[config.mk]
export PLATFORM = sky130hd
export DESIGN_NAME = multi_operand_gcd_flat
export DESIGN_NICKNAME = d
export VERILOG_FILES = /design/src/rtl/mog_pkg.sv /design/src/rtl/mog_in_if.sv /design/src/rtl/mog_out_if.sv /design/src/rtl/multi_operand_gcd.sv /design/src/flat_wrapper.sv
export VERILOG_INCLUDE_DIRS = /design/src /design/src/rtl
export SDC_FILE = /design/constraint.sdc
export NUM_CORES = 1
export LEC_CHECK = 0
export BUFFER_PORTS_ARGS = -buffer_cell sky130_fd_sc_hd__clkbuf_2
export CAP_MARGIN = 20
export CELL_PAD_IN_SITES_DETAIL_PLACEMENT = 1
export CELL_PAD_IN_SITES_GLOBAL_PLACEMENT = 2
export CORE_AREA = 2 2 163 165
export DETAILED_ROUTE_END_ITERATION = 16
export DIE_AREA = 0 0 165 167
export PLACE_DENSITY = 0.86
export REMOVE_ABC_BUFFERS = 1
export SETUP_SLACK_MARGIN = 0.15
export SYNTH_ARGS = -nofsm -noshare
export SYNTH_HDL_FRONTEND = slang
export SYNTH_SLANG_ARGS = --single-unit
[constraint.sdc]
create_clock -name i_clk -period 14.1 [get_ports i_clk]
set_input_delay 0.705 -clock i_clk [delete_from_list [all_inputs] [get_ports i_clk]]
set_output_delay 0.705 -clock i_clk [all_outputs]
set_load 0.01 [all_outputs]
[src/rtl/multi_operand_gcd_assert.svh]
// Assertion macros for the GCD block; they sample i_clk and i_rst_n of the including module.
`ifndef MULTI_OPERAND_GCD_ASSERT_SVH
`define MULTI_OPERAND_GCD_ASSERT_SVH

// Same-cycle implication.
`define MOG_ASSERT_NOW(label, ante, cons, msg) \
    label: assert property (@(posedge i_clk) disable iff (!i_rst_n) (ante) |-> (cons)) \
        else $error(msg);

// Next-cycle implication.
`define MOG_ASSERT_NEXT(label, ante, cons, msg) \
    label: assert property (@(posedge i_clk) disable iff (!i_rst_n) (ante) |=> (cons)) \
        else $error(msg);

`endif

[src/rtl/mog_pkg.sv]
`timescale 1ns / 1ps
package mog_pkg;
    localparam int VALUE_BITS_DEF = 31;
endpackage

[src/rtl/mog_in_if.sv]
`timescale 1ns / 1ps
interface mog_in_if #(
    parameter int VALUE_BITS = mog_pkg::VALUE_BITS_DEF
);
    logic                  valid;
    logic                  ready;
    logic [VALUE_BITS-1:0] value;
    logic                  last;

    modport source (output valid, output value, output last, input ready);
    modport sink   (input valid, input value, input last, output ready);
endinterface

[src/rtl/mog_out_if.sv]
`timescale 1ns / 1ps
interface mog_out_if #(
    parameter int VALUE_BITS = mog_pkg::VALUE_BITS_DEF
);
    logic                  valid;
    logic                  ready;
    logic [VALUE_BITS-1:0] divisor;

    modport source (output valid, output divisor, input ready);
    modport sink   (input valid, input divisor, output ready);
endinterface

[src/rtl/multi_operand_gcd.sv]
`timescale 1ns / 1ps
// Running GCD over a group of positive integers.
// Input channel i_in: one group member per beat (value), last marks the final member.
// Output channel o_out: one beat per group carrying divisor, the GCD of all members.
// Members that are not last produce no output beat.
// Operation: a beat is taken while idle, then the binary GCD loop runs on a single
// shared compare/subtract/shift unit, one step per cycle. Every step drops at least
// one bit of the two operands. After a last member the block passes through S_EMIT
// to load the result into the output register.
// i_in.ready is high only while the loop is idle, so a new member is taken only
// once the single step unit is through with the previous one.
// The result sits in an output register: the next group's members are accepted
// while it waits. If the receiver stalls and a second result is ready, the block
// holds that result and stops taking members until the output register frees.
// Reset (i_rst_n low, synchronous) clears the running GCD to zero (no member yet),
// empties the output register and returns the sequencer to idle.
// Zero inputs act as gcd(0, x) = x; an all-zero group yields divisor 0.
module multi_operand_gcd #(
    parameter int VALUE_BITS = mog_pkg::VALUE_BITS_DEF
) (
    input  logic      i_clk,
    input  logic      i_rst_n,
    mog_in_if.sink    i_in,
    mog_out_if.source o_out
);
    import mog_pkg::*;

    localparam int KW = $clog2(VALUE_BITS + 1);

    typedef enum logic [1:0] {
        S_IDLE,
        S_CALC,
        S_EMIT
    } t_state;

    t_state                r_state, n_state;
    logic [VALUE_BITS-1:0] r_run, n_run;       // GCD of members so far, 0 = none
    logic [VALUE_BITS-1:0] r_a, n_a;
    logic [VALUE_BITS-1:0] r_b, n_b;
    logic [KW-1:0]         r_k, n_k;           // common factors of two removed
    logic                  r_last, n_last;
    logic                  r_out_valid, n_out_valid;
    logic [VALUE_BITS-1:0] r_out_div, n_out_div;

    // shared step unit
    logic                  a_ge_b;
    logic [VALUE_BITS-1:0] big, sml, diff, gcd_res;
    logic                  done, slot_free;

    assign a_ge_b    = (r_a >= r_b);
    assign big       = a_ge_b ? r_a : r_b;
    assign sml       = a_ge_b ? r_b : r_a;
    assign diff      = big - sml;
    assign done      = (r_a == '0) || (r_b == '0);
    assign gcd_res   = (r_a | r_b) << r_k;
    assign slot_free = !r_out_valid || o_out.ready;

    always_comb begin
        n_state     = r_state;
        n_run       = r_run;
        n_a         = r_a;
        n_b         = r_b;
        n_k         = r_k;
        n_last      = r_last;
        n_out_valid = r_out_valid && !o_out.ready;
        n_out_div   = r_out_div;
        unique case (r_state)
            S_IDLE: begin
                if (i_in.valid) begin
                    n_a     = r_run;
                    n_b     = i_in.value;
                    n_last  = i_in.last;
                    n_k     = '0;
                    n_state = S_CALC;
                end
            end
            S_CALC: begin
                if (done) begin
                    n_run   = gcd_res;
                    n_state = r_last ? S_EMIT : S_IDLE;
                end else if (!r_a[0] && !r_b[0]) begin
                    n_a = r_a >> 1;
                    n_b = r_b >> 1;
                    n_k = r_k + KW'(1);
                end else if (!r_a[0]) begin
                    n_a = r_a >> 1;
                end else if (!r_b[0]) begin
                    n_b = r_b >> 1;
                end else if (a_ge_b) begin
                    n_a = diff >> 1;      // odd minus odd is even
                end else begin
                    n_b = diff >> 1;
                end
            end
            S_EMIT: begin
                if (slot_free) begin
                    n_out_valid = 1'b1;
                    n_out_div   = r_run;
                    n_run       = '0;
                    n_state     = S_IDLE;
                end
            end
            default: n_state = S_IDLE;
        endcase
    end

    always_ff @(posedge i_clk) begin
        if (!i_rst_n) begin
            r_state     <= S_IDLE;
            r_run       <= '0;
            r_out_valid <= 1'b0;
        end else begin
            r_state     <= n_state;
            r_run       <= n_run;
            r_out_valid <= n_out_valid;
        end
        r_a       <= n_a;
        r_b       <= n_b;
        r_k       <= n_k;
        r_last    <= n_last;
        r_out_div <= n_out_div;
    end

    assign i_in.ready    = (r_state == S_IDLE);
    assign o_out.valid   = r_out_valid;
    assign o_out.divisor = r_out_div;

`include "multi_operand_gcd_assert.svh"

    `MOG_ASSERT_NEXT(a_accept_starts, i_in.valid && i_in.ready, r_state == S_CALC, "accepted beat did not start the loop")
    `MOG_ASSERT_NOW(a_k_bound, r_state == S_CALC, r_k < KW'(VALUE_BITS), "common shift count out of range")
    `MOG_ASSERT_NOW(a_load_from_emit, $rose(r_out_valid), $past(r_state) == S_EMIT, "output loaded outside emit")
    `MOG_ASSERT_NEXT(a_emit_clears, r_state == S_EMIT && slot_free, r_run == '0 && r_out_valid, "group state not cleared after result")

endmodule

[src/flat_wrapper.sv]
// flat-port wrapper written by rule: the top's interface ports become plain ports
module multi_operand_gcd_flat import mog_pkg::*;
#(
    parameter int VALUE_BITS = mog_pkg::VALUE_BITS_DEF
)
  (i_clk, i_rst_n, i_in_valid, i_in_value, i_in_last, i_in_ready, o_out_valid, o_out_divisor, o_out_ready);
  mog_in_if #(.VALUE_BITS(VALUE_BITS)) i_in_i ();
  mog_out_if #(.VALUE_BITS(VALUE_BITS)) o_out_i ();
  input  logic i_clk;
  input  logic i_rst_n;
  input wire logic [$bits(i_in_i.valid)-1:0] i_in_valid;
  input wire logic [$bits(i_in_i.value)-1:0] i_in_value;
  input wire logic [$bits(i_in_i.last)-1:0] i_in_last;
  output wire logic [$bits(i_in_i.ready)-1:0] i_in_ready;
  output wire logic [$bits(o_out_i.valid)-1:0] o_out_valid;
  output wire logic [$bits(o_out_i.divisor)-1:0] o_out_divisor;
  input wire logic [$bits(o_out_i.ready)-1:0] o_out_ready;
  assign i_in_i.valid = i_in_valid;
  assign i_in_i.value = i_in_value;
  assign i_in_i.last = i_in_last;
  assign i_in_ready = i_in_i.ready;
  assign o_out_valid = o_out_i.valid;
  assign o_out_divisor = o_out_i.divisor;
  assign o_out_i.ready = o_out_ready;
  multi_operand_gcd #(.VALUE_BITS(VALUE_BITS)) u_core (.i_clk(i_clk), .i_rst_n(i_rst_n), .i_in(i_in_i), .o_out(o_out_i));
endmodule
Yosys cells after proc, flatten, opt, wreduce, memory -nomap -nowiden
Index checks and enable logic that the tools add are counted.
{"block": "totals", "ff_bits": 133, "output_inout_bits": 33, "elab_cells": 78}
{"block": "classes", "n_addsub": 2, "bitwise": 1, "mux": 30, "n_eq_ne": 11, "n_shift": 1, "magnitude_cmp": 1, "n_reduce_logical": 22}
{"operator": "$mux W31", "n": 16}
{"operator": "$pmux W31 S2", "n": 3}
{"operator": "$logic_not A31 Y1", "n": 2}
{"operator": "$ge A31 B31 Y1", "n": 1}
{"operator": "$or A31 B31 Y31", "n": 1}
{"operator": "$shl A31 B5 Y31", "n": 1}
{"operator": "$sub A31 B31 Y31", "n": 1}
{"operator": "$mux W5", "n": 3}
{"operator": "$ne A4 B4 Y1 const B", "n": 3}
{"operator": "$pmux W5 S2", "n": 1}
{"operator": "$reduce_and A5 Y1", "n": 2}
{"operator": "$reduce_and A3 Y1", "n": 3}
{"operator": "$mux W2", "n": 4}
{"operator": "$reduce_and A4 Y1", "n": 2}
{"operator": "$ne A2 B1 Y1 const B", "n": 3}
{"operator": "$pmux W2 S3", "n": 1}
{"operator": "$add A5 B1 Y5 const B", "n": 1}
{"operator": "$logic_not A1 Y1", "n": 4}
{"operator": "$ne A2 B2 Y1 const B", "n": 2}
{"operator": "$reduce_and A2 Y1", "n": 2}
{"operator": "$reduce_bool A2 Y1", "n": 2}
{"operator": "$ne A3 B1 Y1 const B", "n": 1}
{"operator": "$eq A2 B1 Y1 const B", "n": 1}
{"operator": "$eq A2 B2 Y1 const B", "n": 1}
{"operator": "other kinds (4)", "n": 7}

Longest topological paths before layout
{"block": "depth", "ltp_word": 9, "mapped_depth": 25, "mapped_depth_nobuf": 22}

Least setup slack after synthesis
No wires, ideal clock.
{"block": "synth_path", "path_type": "reg2reg", "from": "register u_core.r_b[24]", "to": "register u_core.r_a[29] (data pin)", "stages_incl_launch_ff": 26, "setup_slack_ps": 8724, "t_arrival_ps": 5109, "t_required_ps": 13833, "setup_ps": 267, "synth_period_minus_slack_ps": 5376, "path_cell_list": "edfxtp_1 -> inv_1 -> ha_1 -> buf_2 -> or4_4 -> or4_4 -> nor4_2 -> a211o_2 -> a211o_1 -> buf_6 -> buf_12 -> nand3_4 -> and2_1 -> ha_1 -> nand2b_1 -> a31oi_1 -> o21a_1 -> o21a_1 -> o21ai_0 -> o2111ai_1 -> and4_1 -> o2111a_1 -> nor3_2 -> nor4_1 -> a2111oi_2 -> o21ai_1"}
{"block": "synth_between", "elab_chain_cells": 9, "word_cells_on_any_way": 10}
{"element": "start, declared", "line_no": "multi_operand_gcd.sv:39", "text": "logic [VALUE_BITS-1:0] r_b, n_b;"}
{"element": "start signal, assigned", "line_no": "multi_operand_gcd.sv:118", "text": "r_b <= n_b;"}
{"element": "$ge A31 B31 Y1", "line_no": "multi_operand_gcd.sv:50", "text": "assign a_ge_b = (r_a >= r_b);"}
{"element": "$mux W31 (on tied branches)", "line_no": "multi_operand_gcd.sv:51, multi_operand_gcd.sv:52"}
{"element": "$sub A31 B31 Y31 (*)", "line_no": "multi_operand_gcd.sv:53", "text": "assign diff = big - sml;"}
{"element": "$mux W31 (*)", "line_no": "multi_operand_gcd.sv:89", "text": "end else if (a_ge_b) begin"}
{"element": "$mux W31 (*)", "line_no": "multi_operand_gcd.sv:87", "text": "end else if (!r_b[0]) begin"}
{"element": "$mux W31 (*)", "line_no": "multi_operand_gcd.sv:85", "text": "end else if (!r_a[0]) begin"}
{"element": "$mux W31 (*)", "line_no": "multi_operand_gcd.sv:81", "text": "end else if (!r_a[0] && !r_b[0]) begin"}
{"element": "$mux W31 (*)", "line_no": "multi_operand_gcd.sv:78", "text": "if (done) begin"}
{"element": "$pmux W31 S2 (*)", "line_no": "multi_operand_gcd.sv:67", "text": "unique case (r_state)"}
{"element": "net u_core.n_a[29]", "line_no": "multi_operand_gcd.sv:38", "text": "logic [VALUE_BITS-1:0] r_a, n_a;"}
{"element": "end signal, assigned", "line_no": "multi_operand_gcd.sv:117", "text": "r_a <= n_a;"}
{"element": "end, declared", "line_no": "multi_operand_gcd.sv:38"}
Mark *: on every way through the listed nets, which the timed path passes. The rest lies on a longest branch. The select of a mux whose other input is x is not followed.
A chain may end at the register's enable or synchronous reset.

Worst setup path after layout
Same ends and word-level chain as after synthesis.

==> flow_summary.yaml <==
sta:
  rsz0062_at_grt: "false"
  finalSetupTns_ns: 0
  skew_ns: 0.01436
  timing.slew.headroom_pct: 28.04
  clock.fmax_mhz: 166.5
  finalSetupViolCount: 0
  fin_crit_sh_pct: 42.58
  worstMarginPinSlew_ns: 1.070
  whs_ns: 0.4350
  slew_violations: 0
  hold_viol: 0
  fin_crit_ns: 6.004
clock_network:
  clk_path_buf_depth: 2
  htreeDepth: 4
  cts_hold_buf: 0
  cts_resized: 0
  numClockSinks: 133
  cts_root_buf: "clkbuf_16"
  cts_buffers: 17
  cts_tree: "yes"
  postCtsSetupRepairBufs: 0
  clk_latency_ns: 0.44
  clk_pin_slew_ns: 0.07
synth:
  synth_warnings: 0
  avgSynthCellArea_um2: 8.611
  synthFlopType: "edfxtp_1"
  synth_cell_type_count: 87
  async_flop_share_pct: 0
  synth-edff-count: 99
  yosys.area.top_type_share_pct: 27.82
  synthCells: 1241
  synth-seq-area-share_pct: 34.19
  synth_area_leader_cell: "edfxtp_1"
  synth_seq_cells: 133
  netlist_area_um2: 10690
  yosys-top-cells-area: "edfxtp_1 (28%), ha_1 (8.0%), dfxtp_1 (6.4%)"
floorplan:
  start_util_pct: 41.48
  die_y_um: 167
  ios: 69
  die-area_um2: 27560
  rows: 59
  core_um2: 25760
  die_w_um: 165
route:
  drt_iter0_drc: 639
  drc_errors: 0
  post_drt_via_cell_ratio: 6.069
  dr.pass1.iters: 5
  routed-via-count: 9826
  drt-total-wl_mm: 38.56
  drt-wirelength-per-cell_um: 23.82
  ant_nets: 0
min_path:
  min-delay-start: "i_in_last"
  min-delay-path-class: "in -> reg"
pwr:
  power_leakage_uw: 0.004776
  powerDensity_nw_per_um2: 205.9
  vdd_drop_max_mv: 0.08044
placement:
  dp.cells: 1586
  routabilityCongestion: 0.9795
  place_hpwl_mm: 29.26
  io_buffers: 68
finish:
  area_delta_synth_final_pct: 11.43
  nets: 1374
  drive_gt1_share_pct: 14.42
  final_cells: 1619
worst_setup_path:
  critical_path.max_stage_delay_ns: 0.55
  worstSetupPathType: "reg -> reg"
  worstPathRequired_ns: 14.27
  crit_family: "simple AND/OR/NAND/NOR gates"
  startpoint: "u_core.r_b[24]"
  path_max_fanout: 9
  r2r_start: "u_core.r_b[24]"
  cp-start-kind: "flop"
  worstPathCellList: "inv_1 -> ha_1 -> or4_4 -> or4_4 -> nor4_2 -> a211o_2 -> a211o_1 -> nand3_4 -> and2_1 -> ha_1 -> nand2b_1 -> a31oi_1 -> o21a_1 -> o21a_1 -> o21ai_0 -> o2111ai_1 -> and4_1 -> o2111a_1 -> nor3_2 -> nor4_1 -> a2111oi_2 -> o21ai_1"
  worst-path-buf-inv: 1
  crit_path_end_kind: "flop"
  arrival_ns: 6.17
  slowest_stage: "or4_4"
run:
  maxCapViolations: 0
global_route:
  grt_pass1_vias: 9903
  gr-total-overflow: 0
  grt_pass1_wl_mm: 59.08
  grt_max_degree: 70
  grtUsageTotal_pct: 28.52
  antenna_found_initial: 0
status:
  outcome: "complete, no violations"
## sequential cells by signal, indices dropped and copies added, names as in the netlist
signal,cells
u_core.r_run,31
u_core.r_k,5
u_core.r_a,31
u_core.r_last,1
u_core.r_b,31
u_core.o_out.divisor,31
u_core.r_state,2
u_core.o_out.valid,1
## synthesized netlist by cell type (all sizes together) (3+ instances only)
master	count
nor2	149
a21oi	110
nand2	105
edfxtp	99
inv	92
o21ai	70
ha	68
clkbuf	61
a22oi	43
nor2b	42
mux2i	35
dfxtp	34
nor3	23
nor4	23
nand3	20
mux2	17
xnor2	17
and2	16
mux4	16
a31oi	15
o221ai	14
buf	13
nand2b	13
xor2	13
a211oi	11
o21a	10
o22ai	10
nand4	9
a21boi	6
o211ai	6
or2	6
a211o	5
a221oi	5
a2bb2oi	5
o31ai	5
a21o	4
a41oi	4
and3	4
o21bai	4
or4	4
o2111ai	3
o31a	3
or3	3
## power by group
| part | internal [µW] | switching (µW) |
|---|---|---|
| combinational | 480 | 881 |
| clock | 278 | 211 |
| sequential | 507 | 95.0 |
| total | 1270 | 1190 |
## per-layer routing
layer  GRT usage, %  vias to the layer above  routed length, µm
li1               -                     4565                  -
met5              0                        -                  0
met3          6.227                       69               2854
met1          39.47                     4845              17270
met4          10.21                        0               1255
met2          43.68                      347              17180
## kinds of logic after synthesis
logic type | Yosys count | share of synthesized area (%)
DFF | 133 | 34.19
xor gates and xnor gates | 30 | 2.529
buffers and inverters | 168 | 6.240
adders and majority gates | 68 | 7.962
muxes | 68 | 8.477
and+or+nand+nor | 423 | 18.78
AOI/OAI and AO/OA | 351 | 21.82
## final timing paths
path / end / slack, ns / cells after the start
worst max-delay path: u_core.r_a[29] / 8.10 / 22
worst min-delay path: u_core.r_last / 0.44 / 1
worst max register to register: u_core.r_a[29] / 8.10 / 22
worst min register to register: u_core.o_out.divisor[9] / 0.46 / 0
## cells in the final DEF, fill, tap and decap left out, types with 18 or more instances in the layout
master and n:
clkbuf_16 18, ha_1 67, a22oi_1 43, edfxtp_1 99, inv_1 91, nor3_1 21, nor4_1 22, nor2_1 147
o21ai_0 66, clkbuf_2 68, a21oi_1 106, nand2_1 105, mux2i_1 35, nand3_1 19, nor2b_1 41, dfxtp_1 34
## cell type report
| cell class | instances | area, µm² |
|---|---|---|
| clock inverter | 13 | 161.4 |
| multi-input combinational | 940 | 6404 |
| timing repair buffer | 84 | 460.4 |
| tap | 335 | 419.2 |
| inverter | 94 | 352.8 |
| clock buffer | 19 | 454.2 |
| antenna | 1 | 2.502 |
| sequential | 133 | 3654 |
| fill | 3079 | 13860 |
## per-stage QoR
step	setup WS [ns]	instance area, µm²	utilization, %	total power [µW]
after floorplan	8.275	10370	-	1491
after global placement	8.289	11290	43.82	1916
after detailed placement	8.175	11290	43.82	1928
after CTS	8.161	11910	46.21	2427
after global routing	7.817	11910	46.21	2589
final	8.096	11910	46.22	2452
(Power assumes the default switching activity.)
